--- src/rtl/aat_pkg.sv ---
`timescale 1ns / 1ps

package aat_pkg;

	// batch and angle settings
	localparam int MaxSamples = 16;
	localparam int AngleIters = 16;

	// field and datapath widths
	localparam int SmpW    = 16;
	localparam int CntW    = 5;
	localparam int SumW    = 21;
	localparam int MagW    = 20;
	localparam int DremW   = 5;
	localparam int AvgW    = 17;
	localparam int FacW    = 10;
	localparam int UgW     = 26;
	localparam int SqW     = 32;
	localparam int RadW    = 64;
	localparam int RootW   = 32;
	localparam int SremW   = 36;
	localparam int CorW    = 35;
	localparam int ZW      = 25;
	localparam int TabW    = 22;
	localparam int AngW    = 16;
	localparam int StepW   = 5;
	localparam int CfgIdxW = 1;
	localparam int CfgW    = 3;

	// sequencer step counts
	localparam int DivSteps  = MagW;
	localparam int SqrtSteps = RootW;

	// angle limit in 1/256 degree
	localparam int AngleLimit = 23040;

	// register indexes
	localparam logic [CfgIdxW-1:0] CfgAveraging = 1'b0;
	localparam logic [CfgIdxW-1:0] CfgRange     = 1'b1;

	typedef enum logic [2:0] {
		S_IDLE,
		S_DIV,
		S_MUL,
		S_SUM,
		S_SQRT,
		S_CINIT,
		S_CORDIC,
		S_DONE
	} state_t;

	typedef struct packed {
		logic             take;
		logic             div_step;
		logic             mul;
		logic             sum;
		logic             sqrt_step;
		logic             cinit;
		logic             cordic_step;
		logic             load;
		logic [StepW-1:0] step;
	} cmd_t;

	typedef struct packed {
		logic smp_valid;
		logic smp_last;
		logic out_free;
	} stat_t;

	// atan(2^-i) in degrees, Q.16
	function automatic logic [TabW-1:0] atan_entry(input logic [StepW-1:0] i);
		logic [TabW-1:0] v;
		unique case (i)
			5'd0:    v = 22'd2949120;
			5'd1:    v = 22'd1740967;
			5'd2:    v = 22'd919879;
			5'd3:    v = 22'd466945;
			5'd4:    v = 22'd234379;
			5'd5:    v = 22'd117304;
			5'd6:    v = 22'd58666;
			5'd7:    v = 22'd29335;
			5'd8:    v = 22'd14668;
			5'd9:    v = 22'd7334;
			5'd10:   v = 22'd3667;
			5'd11:   v = 22'd1833;
			5'd12:   v = 22'd917;
			5'd13:   v = 22'd458;
			5'd14:   v = 22'd229;
			5'd15:   v = 22'd115;
			5'd16:   v = 22'd57;
			5'd17:   v = 22'd29;
			5'd18:   v = 22'd14;
			5'd19:   v = 22'd7;
			5'd20:   v = 22'd4;
			5'd21:   v = 22'd2;
			5'd22:   v = 22'd1;
			default: v = 22'd0;
		endcase
		return v;
	endfunction

	// micro-g per lsb by full-scale code
	function automatic logic [FacW-1:0] ug_factor(input logic [CfgW-1:0] r);
		logic [FacW-1:0] v;
		unique case (r)
			3'd0:    v = 10'd61;
			3'd1:    v = 10'd122;
			3'd2:    v = 10'd183;
			3'd3:    v = 10'd244;
			3'd4:    v = 10'd732;
			default: v = 10'd0;
		endcase
		return v;
	endfunction

endpackage

--- src/rtl/aat_ctrl.sv ---
`timescale 1ns / 1ps

module aat_ctrl (
	input  logic           clk,
	input  logic           arst_n,
	input  aat_pkg::stat_t st,
	output aat_pkg::cmd_t  cmd
);

	aat_pkg::state_t                state_q, state_d;
	logic [aat_pkg::StepW-1:0]      cnt_q;

	// next state
	always_comb begin
		state_d = state_q;
		unique case (state_q)
			aat_pkg::S_IDLE: begin
				if (st.smp_valid && st.smp_last) state_d = aat_pkg::S_DIV;
			end
			aat_pkg::S_DIV: begin
				if (cnt_q == aat_pkg::StepW'(aat_pkg::DivSteps - 1)) state_d = aat_pkg::S_MUL;
			end
			aat_pkg::S_MUL:   state_d = aat_pkg::S_SUM;
			aat_pkg::S_SUM:   state_d = aat_pkg::S_SQRT;
			aat_pkg::S_SQRT: begin
				if (cnt_q == aat_pkg::StepW'(aat_pkg::SqrtSteps - 1)) state_d = aat_pkg::S_CINIT;
			end
			aat_pkg::S_CINIT: state_d = aat_pkg::S_CORDIC;
			aat_pkg::S_CORDIC: begin
				if (cnt_q == aat_pkg::StepW'(aat_pkg::AngleIters - 1)) state_d = aat_pkg::S_DONE;
			end
			aat_pkg::S_DONE: begin
				if (st.out_free) state_d = aat_pkg::S_IDLE;
			end
			default: state_d = aat_pkg::S_IDLE;
		endcase
	end

	// commands
	always_comb begin
		cmd             = '0;
		cmd.step        = cnt_q;
		cmd.take        = (state_q == aat_pkg::S_IDLE);
		cmd.div_step    = (state_q == aat_pkg::S_DIV);
		cmd.mul         = (state_q == aat_pkg::S_MUL);
		cmd.sum         = (state_q == aat_pkg::S_SUM);
		cmd.sqrt_step   = (state_q == aat_pkg::S_SQRT);
		cmd.cinit       = (state_q == aat_pkg::S_CINIT);
		cmd.cordic_step = (state_q == aat_pkg::S_CORDIC);
		cmd.load        = (state_q == aat_pkg::S_DONE) && st.out_free;
	end

	// state and step counter
	always_ff @(posedge clk or negedge arst_n) begin
		if (!arst_n) begin
			state_q <= aat_pkg::S_IDLE;
			cnt_q   <= '0;
		end else begin
			state_q <= state_d;
			if (state_d != state_q) cnt_q <= '0;
			else cnt_q <= cnt_q + 1'b1;
		end
	end

endmodule

--- config.mk ---
export PLATFORM = sky130hd
export DESIGN_NAME = aat_ctrl
export DESIGN_NICKNAME = d
export VERILOG_FILES = /design/src/rtl/aat_pkg.sv /design/src/rtl/aat_ctrl.sv
export SDC_FILE = /design/constraint.sdc
export NUM_CORES = 1
export LEC_CHECK = 0
export BUFFER_PORTS_ARGS = -buffer_cell sky130_fd_sc_hd__buf_2
export CAP_MARGIN = 0
export CORE_UTILIZATION = 40
export DETAILED_ROUTE_END_ITERATION = 16
export PLACE_DENSITY_LB_ADDON = 0.12
export SETUP_SLACK_MARGIN = 0.02
export SYNTH_ARGS = -nofsm -noshare
export SYNTH_HDL_FRONTEND = slang
export SYNTH_SLANG_ARGS = --single-unit
--- constraint.sdc ---
create_clock -name clk -period 1.7 [get_ports clk]
set_clock_uncertainty 0.1 [all_clocks]
set_input_delay 0.34 -clock clk [delete_from_list [all_inputs] [get_ports clk]]
set_output_delay 0.34 -clock clk [all_outputs]
set_load 0.02 [all_outputs]
Yosys cells after proc, flatten, opt, wreduce, memory -nomap -nowiden
Index checks and enable logic that the tools add are counted.
{"block": "op_classes", "eq_ne": 11, "add_sub_neg": 1, "reduce_logical": 3, "muxes": 7}
{"operator": "$pmux 3 s8", "count": 1}
{"operator": "$mux 3", "count": 5}
{"operator": "$eq 3x3->1 const B", "count": 4}
{"operator": "$eq 5x5->1 const B", "count": 2}
{"operator": "$eq 3x2->1 const B", "count": 2}
{"operator": "$add 5x1->5 const B", "count": 1}
{"operator": "$eq 5x4->1 const B", "count": 1}
{"operator": "$mux 5", "count": 1}
{"operator": "$eq 3x1->1 const B", "count": 1}
{"operator": "$logic_not 3->1", "count": 1}
{"operator": "$ne 3x3->1", "count": 1}
{"operator": "$logic_and 1x1->1", "count": 2}
{"block": "totals", "inputBits": 5, "word_cells": 24, "reg_bits": 8}

Depth between registers and ports, before layout
Gate-level depths: netlist of run 1.
{"block": "depth", "depth_word": 5, "ltp_mapped": 6, "mapped_depth_nobuf": 6}

Worst setup path after synthesis of run 1
OpenSTA, ideal clock, no wires.
{"block": "synth_path", "path_kind": "flip-flop to flip-flop", "start": "reg cnt_q[0] (netlist name)", "end": "reg cnt_q[2] (netlist name)", "path_slack_ns": -0.168, "setup_time_ns": 0.133, "path_stages_with_launch": 7, "n_path_buf": 0, "arrival_time_ns": 1.634, "t_required_ns": 1.467, "synth_period_minus_slack_ns": 1.868, "cell_sequence": "dfrtp_1 -> ha_1 -> and3_2 -> ha_1 -> and3b_1 -> a211oi_4 -> nor3_1"}
{"block": "synth_via", "elab_chain_cells": 5, "elab_cells_between_ends": 10, "cone_classes": "add/sub: 1; eq/ne: 4; mux: 5"}
{"item": "start, declared", "line_no": "aat_ctrl.sv:11", "text": "logic [aat_pkg::StepW-1:0] cnt_q;"}
{"item": "start signal, assigned", "line_no": "aat_ctrl.sv:61", "text": "else cnt_q <= cnt_q + 1'b1;"}
{"item": "$eq 5x4->1, or another cell as far along", "line_no": "aat_ctrl.sv:30", "text": "if (cnt_q == aat_pkg::StepW'(aat_pkg::AngleIters - 1)) state_d = aat_pkg::S_DONE;"}
{"item": "$mux 3, on equally long branches", "line_no": "aat_ctrl.sv:30, aat_ctrl.sv:21, aat_ctrl.sv:26"}
{"item": "$pmux 3 s8", "line_no": "aat_ctrl.sv:16", "text": "unique case (state_q)"}
{"item": "$ne 3x3->1", "line_no": "aat_ctrl.sv:60", "text": "if (state_d != state_q) cnt_q <= '0;"}
{"item": "$mux 5 (*)", "line_no": "aat_ctrl.sv:60"}
Every way passes the cells marked *; elsewhere a longest branch is shown, timed or not.

Worst setup path in the final report of run 1
{"block": "layout_path", "start": "reg cnt_q[1] (netlist name)", "end": "reg cnt_q[2] (netlist name)"}
The elaborated chain is that of the path after synthesis.

==> out/metrics.csv, run 1 <==
metric;value;unit
synthCells;56;
placed_area;694;µm²
drt_iter0_markers;11;
ir_drop;0.000962;V
cts.path.max_buffers;2;
antenna_found_initial;0;
fin_tns_setup;0;ns
yosysWarnings;0;
cts_root_buffer;clkbuf_4;
status;finished, final reports clean;
portBuffers;17;
final.fill_count;125;
htree_levels;1;
numCtsBuffers;3;
drtPass1Iterations;4;
period_share;99.7;%
area_growth;43.6;%
vias;512;
synth.net_count;64;
drv_slew;0;
critPathCaptureType;register;
p_per_area;1740;nW/µm²
fin_crit;1.69;ns
final_layout_size_suffix_gt1_share;62.7;%
grt_setup_unrepaired;true;
worst_pin_slew;0.369;ns
placedCellCount;89;
grt_max_degree;18;
yosys_register_bits;8;
cts_tree;built;
pre_cts_slack;0.0421;ns
arrival;1.72;ns
async_flop_share;100;%
grt_use_total;16.5;%
fp.dieH;39.5;µm
drt-total-wl;1300;µm
drv_cap;0;
path_class;register to register;
clk_pin_slew;0.06;ns
core;1300;µm²
drc;0;
first_global_vias;374;
power_leakage;0.375;nW
timing_hold_violations_final;0;
place_hpwl;848;µm
min_path_type;input port to register;
final_cell_mix;buf_2 (17), buf_4 (9), dfrtp_2 (5), nor3_2 (4), nor3_1 (4);
grt_pass1_wl;1670;µm
postSynthAreaPerCell;10.1;µm²
fp.dieArea;1560;µm²
ys_types;25;
place_congestion;0.754;
worstSkewPairLatency;0.26;ns
synthFlopType;dfrtp_1;
design_area;808;µm²
synth_edf_count;0;
initial_core_util;43.3;%
antenna_cells;0;
finalSetupViolCount;0;
crit_path_max_fanout;5;
max_clock_freq;590;MHz
synth_area;563;µm²
dieWidth;39.5;µm
critPathLaunchType;register;
required;1.73;ns
final_nets;93;
ys_seq_area_share;35.6;%
gr-total-overflow;0;
final_antenna_net_count;0;
final_common_cell;buf_2;
io_pins;18;
max-slew-margin-rel;75.3;%
cts.sinks;8;
rows;13;
final_cells;98;
vias_per_cell;5.22;
worst_slack;0.00528;ns
wire_per_inst;13.3;µm
## cell type report
class	instances	area (µm²)	area share, %
clock buffer	3	22.5	2.79
inverter	3	11.3	1.39
multi-input combinational	42	387	47.8
sequential	8	206	25.5
tap	15	18.8	2.32
timing repair buffer	27	163	20.1
## routing by layer
| metal | vias up | GRT usage, % | part of all wire [%] |
|---|---|---|---|
| met1 | 249 | 22.2 | 43 |
| met5 | - | 0 | 0 |
| li1 | 253 | - | - |
| met2 | 8 | 23.8 | 54 |
| met4 | 0 | 10.3 | 0.31 |
| met3 | 2 | 3.41 | 2.6 |
## Yosys cell counts (2+ instances only)
library cell / n / area share [%]
dfrtp_1: 8 / 36
nor3_1: 8 / 7.1
and3_1: 3 / 3.3
and3b_1: 3 / 4.7
ha_1: 3 / 6.7
inv_1: 3 / 2.0
nor2_1: 3 / 2.0
a211oi_4: 2 / 7.1
a21oi_1: 2 / 1.8
buf_2: 2 / 1.8
nand2_1: 2 / 1.3
nand3_1: 2 / 1.8
nor2b_1: 2 / 2.2
o21ai_1: 2 / 1.8
## path summary, 6_finish.rpt
path | end | cells after the start | start | slack (ns)
min in group asynchronous | cnt_q[3] | 2 | arst_n | 0.35
worst max register to register | cnt_q[2] | 6 | cnt_q[1] | 0.005
worst min register to register | cnt_q[0] | 2 | cnt_q[0] | 0.48
worst max-delay path | cnt_q[2] | 6 | cnt_q[1] | 0.005
worst min-delay path | state_q[0] | 3 | st[1] | 0.25
max in group asynchronous | state_q[0] | 2 | arst_n | 0.96
## per-stage QoR
step                      util, %  hold slack, ns  power, mW
after detailed placement     53.4          0.0898       1.12
after CTS                    56.2           0.236       1.28
after floorplan                 -         -0.0556      0.935
final                        62.1           0.246       1.41
after global placement       53.4          0.0893       1.12
after global routing         62.1           0.265       1.50
## power by group
| group | internal (mW) | switching (mW) |
|---|---|---|
| sequential | 0.274 | 0.134 |
| combinational | 0.389 | 0.462 |
| clock | 0.0809 | 0.0657 |
## critical path, cell delays in order, from the launching register on
cell	delay [ns]
dfrtp_2	0.38
ha_4	0.14
and3_4	0.20
ha_4	0.12
and3b_2	0.21
a211oi_4	0.32
nor3_1	0.10
## state kept, by name (all words and copies together) (netlist names)
register and flops:
cnt_q 5, state_q 3
## what timing repair did
action	CTS	global route
endpoints found under the hold margin	8	0
hold buffers	1	0
resized for setup	4	10
setup buffers	0	5
pin swaps	0	2
endpoints found under the setup margin	7	12
cloned	0	0
## kinds of logic (layout without fill, tap and decap cells)
| group | Yosys count | count (layout) | synth area share (%) |
|---|---|---|---|
| AOI/OAI and AO/OA | 9 | 9 | 14.7 |
| xor gates and xnor gates | 2 | 2 | 3.11 |
| adders and majority gates | 3 | 3 | 6.67 |
| buffers and inverters | 6 | 33 | 5.78 |
| DFF | 8 | 8 | 35.6 |
| muxes | 1 | 1 | 2.00 |
| and+or+nand+nor | 27 | 27 | 32.2 |
(Power assumes the default switching activity.)
==> run 2, diff against run 1 <==
- GPL_TIMING_DRIVEN: not set -> 0
- SETUP_SLACK_MARGIN: 0.02 -> 0.4
==> out/metrics.csv, run 2 (same netlist as run 1, synthesis figures left out) <==
metric;value;unit;change
clkPwrFrac;8.9;%;-1.5 points
initial_core_util;43.3;%;unchanged
gr-total-overflow;0;;unchanged
final_antenna_net_count;0;;unchanged
highest_layer;met4;;
clk_pin_slew;0.06;ns;about the same
rows;13;;unchanged
r2r-end;cnt_q[3];;
status;finished with violations;;
dieWidth;39.5;µm;unchanged
critPathCaptureType;output port;;
dr_wl_met3;45;µm;+32%
crit_path_max_fanout;7;;+2
path_class;register to output port;;
grt_use_total;20.3;%;+3.7 points
sw_frac_of_total;43.8;%;-3.2 points
cpPeakStageDelay;0.39;ns;about the same
period_share;108;%;+8.1 points
antenna_cells;0;;unchanged
core;1300;µm²;unchanged
final_cell_mix;buf_6 (17), buf_4 (13), dfrtp_2 (5), buf_2 (5);;
fp.dieArea;1560;µm²;unchanged
cts_root_buffer;clkbuf_4;;
drt_iter0_markers;5;;-6
regMostFlops;cnt_q;;
comb_power_share;72.0;%;+11 points
total_power;1.86;mW;+33%
pre_cts_slack;-0.0141;ns;-0.0563 ns
grt_pass1_wl;2060;µm;+24%
drv_cap;0;;unchanged
fp.dieH;39.5;µm;unchanged
numCtsBuffers;3;;unchanged
drc;0;;unchanged
area_growth;84.0;%;
crit_chain;buf_6, clkinvlp_4, and3_4, buf_6;;
ir_drop;0.000933;V;-3.0%
drtPass1Iterations;4;;unchanged
vias;553;;+8.0%
internal_power;1.05;mW;+41%
wire_per_inst;14.9;µm;+13%
violations;negative setup slack;;
drv_slew;0;;unchanged
max_clock_freq;546;MHz;-7.5%
htree_levels;1;;unchanged
cts_tree;built;;
worstSkewPairLatency;0.26;ns;about the same
worst_slack;-0.133;ns;-0.138 ns
p_per_area;1800;nW/µm²;+3.4%
finalSetupViolCount;12;;+12
fin_crit;1.83;ns;+0.138 ns
cp-startpoint;state_q[2];;
portBuffers;17;;unchanged
worst_pin_slew;0.371;ns;+0.00186 ns
reg2reg_from;cnt_q[1];;
largestRegisters;cnt_q (5), state_q (3);;
m1WireLength;743;µm;+32%
cts.path.max_buffers;2;;unchanged
critPathLaunchType;register;;
io_pins;18;;unchanged
final_common_cell;buf_6;;
drt-total-wl;1610;µm;+24%
first_global_vias;473;;+26%
required;1.26;ns;-0.47 ns
antenna_found_initial;0;;unchanged
wl_met2;809;µm;+16%
final_nets;102;;+9.7%
power_leakage;0.435;nW;+16%
final_layout_size_suffix_gt1_share;71.0;%;+8.3 points
vias_per_cell;5.12;;-2.0%
cts.sinks;8;;unchanged
min_path_type;input port to register;;
rrSetupSlack;-0.02;ns;-0.03 ns
crit_top_cell;buf_6;;
grt_max_degree;11;;-7
r2r_cells;6;;unchanged
seqPwrFrac;19.1;%;-9.9 points
place_congestion;0.749;;-0.64%
timing_hold_violations_final;0;;unchanged
largest_reg_flops;5;;unchanged
arrival;1.39;ns;-0.33 ns
grt_setup_unrepaired;true;;
place_hpwl;849;µm;+0.18%
cp_slowest_cell;dfrtp_1;;
final.fill_count;76;;-39%
max-slew-margin-rel;75.2;%;-0.12 points
p_switching;817;µW;+23%
endpoint;cmd[10];;
==> run 2: cell types whose count changed in the layout (fill, tap and decap cells not counted), moves of 2 or more <==
cell,before,now
buf_2,17,5
nor3_4,0,2
inv_2,2,0
and3_4,1,4
and3_1,3,0
buf_4,9,13
nor3_2,4,2
buf_6,0,17
==> run 2: final cells by class <==
class	count	area, µm²	area share [%]
plain buffers	3	33.8	3.26
clock buffers	4	26.3	2.54
inverters	3	20.0	1.93
multi-input cells	42	440	42.5
flip-flops and latches	8	206	19.9
well taps	15	18.8	1.81
repair buffers	33	290	28.0
==> run 2: power by group through the flow <==
| stage | registers, mW | clock network, mW | logic (mW) |
|---|---|---|---|
| after CTS | 0.344 | 0.170 | 1.17 |
| final | 0.356 | 0.166 | 1.34 |
| after global placement | 0.359 | 0 | 0.852 |
| after floorplan | 0.390 | 0 | 0.640 |
| after global routing | 0.364 | 0.182 | 1.44 |
| after detailed placement | 0.361 | 0 | 0.861 |
==> run 2: routing by layer <==
metal | track usage (%) | vias up
li1 | - | 273
met3 | 3.41 | 2
met4 | 10.3 | 0
met2 | 30.3 | 11
met1 | 27.7 | 267
met5 | 0 | -
==> run 2: metrics by stage <==
stage          util (%)  setup TNS, ns  instance area, µm²  hold WS [ns]  instances
3_3_place_gp       56.2              0                 731        0.0949         88
2_1_floorplan         -              0                 627       -0.0556         56
3_5_place_dp       56.2        -0.0629                 731        0.0940         88
5_1_grt            79.6          -1.22                1040         0.221        108
6_report           79.6         -0.623                1040         0.233        108
4_1_cts            71.1         -0.320                 925         0.222        101
==> run 2: worst min path at each step <==
stage	startpoint	endpoint	slack (ns)	cells past startpoint
3_5_place_dp	arst_n	cnt_q[4]	0.09	1
6_report	st[1]	state_q[0]	0.23	3
3_3_place_gp	arst_n	cnt_q[2]	0.09	1
4_1_cts	st[1]	state_q[0]	0.22	3
5_1_grt	st[1]	state_q[0]	0.22	3
2_1_floorplan	arst_n	cnt_q[0]	-0.06	0
==> run 2: worst max-delay path, delay by kind of cell, from the launching register on <==
kind | cells | cell delay [ns]
and+or+nand+nor | 1 | 0.25
DFF | 1 | 0.39
buffers and inverters | 3 | 0.48
==> run 2: repair_timing <==
item,CTS,global route
hold buffers,1,0
setup buffers,8,7
cloned,0,0
gates resized for setup,29,16
setup endpoints to repair,18,20
pin swaps,9,8
hold endpoints to repair,8,0
==> run 3, diff against run 2 <==
- CORE_MARGIN: not set -> 2
==> out/metrics.csv, run 3 (same netlist as run 1, synthesis figures left out) <==
metric;value;unit;change
status;finished with violations;;
violations;negative setup slack;;
place_hpwl;983;µm;+16%
min_path_type;input port to register;;
initial_core_util;43.3;%;unchanged
numCtsBuffers;3;;unchanged
vias_per_cell;5.59;;+9.3%
vias;649;;+17%
largest_reg_flops;5;;unchanged
required;1.26;ns;about the same
final_layout_size_suffix_gt1_share;76.2;%;+5.3 points
final_common_cell;buf_6;;
period_share;105;%;-2.6 points
io_pins;18;;unchanged
core;1300;µm²;unchanged
gr-total-overflow;0;;unchanged
grt_pass1_wl;3020;µm;+46%
cp_slowest_cell;dfrtp_1;;
rows;13;;unchanged
max_clock_freq;559;MHz;+2.5%
clk_pin_slew;0.07;ns;about the same
area_growth;104;%;
worstSkewPairLatency;0.27;ns;about the same
grt_max_degree;11;;unchanged
drv_slew;0;;unchanged
max-slew-margin-rel;68.9;%;-6.3 points
first_global_vias;647;;+37%
power_leakage;0.485;nW;+11%
cts.sinks;8;;unchanged
p_per_area;1850;nW/µm²;+3.1%
fp.dieH;41.5;µm;+5.1%
grt_use_total;23.3;%;+3.1 points
dieWidth;41.5;µm;+5.1%
final_cells;116;;+7.4%
worst_pin_slew;0.466;ns;+0.0943 ns
path_class;register to output port;;
critPathLaunchType;register;;
drv_cap;0;;unchanged
wire_per_inst;18.2;µm;+22%
crit_chain;buf_6, clkinvlp_4, buf_6, nor3_4, buf_6;;
place_congestion;0.750;;about the same
crit_path_max_fanout;5;;-2
seq_area;206;µm²;unchanged
final_nets;110;;+7.8%
finalSetupViolCount;8;;-4
worst_slack;-0.0886;ns;+0.0444 ns
antenna_cells;0;;unchanged
drt_iter0_markers;10;;+5
crit_top_cell;buf_6;;
multi_input_area;468;µm²;+6.3%
regMostFlops;cnt_q;;
final_antenna_net_count;0;;unchanged
placedCellCount;88;;unchanged
cts_tree;built;;
antenna_found_initial;0;;unchanged
drc;0;;unchanged
portBuffers;17;;unchanged
largestRegisters;cnt_q (5), state_q (3);;
hold_ws;0.214;ns;-0.0197 ns
htree_levels;1;;unchanged
drt-total-wl;2120;µm;+31%
drtPass1Iterations;4;;unchanged
arrival;1.35;ns;-0.04 ns
fin_crit;1.79;ns;-0.0444 ns
timing_hold_violations_final;0;;unchanged
pre_cts_slack;-0.0378;ns;-0.0236 ns
grt_setup_unrepaired;true;;
final_cell_mix;buf_6 (23), buf_4 (15), dfrtp_2 (5), buf_2 (5), nor3_2 (4);;
cts.path.max_buffers;2;;unchanged
cts_root_buffer;clkbuf_4;;
cpPeakStageDelay;0.38;ns;about the same
critPathCaptureType;output port;;
fp.dieArea;1720;µm²;+10%
ir_drop;0.00116;V;+25%
final.fill_count;60;;-21%
run 3: changes by cell type in the layout (fill, tap and decap cells not counted), moves of 2 or more:
cell	change
buf_4	+2
nor3_1	-3
nor3_2	+2
buf_6	+6
run 3: timing repair:
item / CTS / global route
hold buffers: 1 / 0
setup buffers: 13 / 10
pin swaps: 9 / 4
resized for setup: 37 / 18
hold endpoints to repair: 8 / 0
setup endpoints to repair: 19 / 20
run 3: final timing paths:
| kind | slack, ns | from | endpoint | depth (start not counted) |
|---|---|---|---|---|
| setup reg to reg | -0.02 | cnt_q[0] | cnt_q[1] | 7 |
| max in group asynchronous | 0.96 | arst_n | cnt_q[0] | 2 |
| setup / recovery | -0.09 | state_q[2] | cmd[7] | 5 |
| hold / removal | 0.21 | st[1] | state_q[0] | 3 |
| hold reg to reg | 0.57 | state_q[1] | state_q[0] | 2 |
| min in group asynchronous | 0.34 | arst_n | cnt_q[2] | 2 |
run 3: cell type report:
class                           count  area share (%)
Multi-Input combinational cell     42            40.8
Clock buffer                        4            2.29
Inverter                            3            1.75
Timing Repair Buffer               41            32.5
Sequential cell                     8            18.0
Buffer                              3            2.95
Tap cell                           15            1.64
run 3: power by group:
part,internal [mW],switching (mW)
clock,0.0907,0.0812
combinational,0.820,0.779
sequential,0.272,0.0808
total,1.18,0.941
run 3: layer usage:
metal / up-vias / wire length (µm) / track usage [%]
li1: 290 / - / -
met1: 337 / 862 / 27.3
met2: 17 / 1130 / 39.1
met3: 5 / 103 / 9.57
met4: 0 / 23 / 6.45
met5: - / 0 / 0
run 3: stage by stage:
step                utilization [%]  TNS [ns]  total power [mW]  area [µm²]
floorplan                         -         0              1.03         627
global placement               56.2         0              1.21         731
detailed placement             56.2    -0.144              1.24         731
CTS                            76.6   -0.0270              1.80         997
global route                   88.1    -0.902              2.23        1150
finish                         88.1    -0.270              2.12        1150
run 3: critical path: cells and delay by family, from the launching register on:
family / cells / cell delay, ns
buf+inv: 4 / 0.59
flops: 1 / 0.38
simple gates: 1 / 0.12
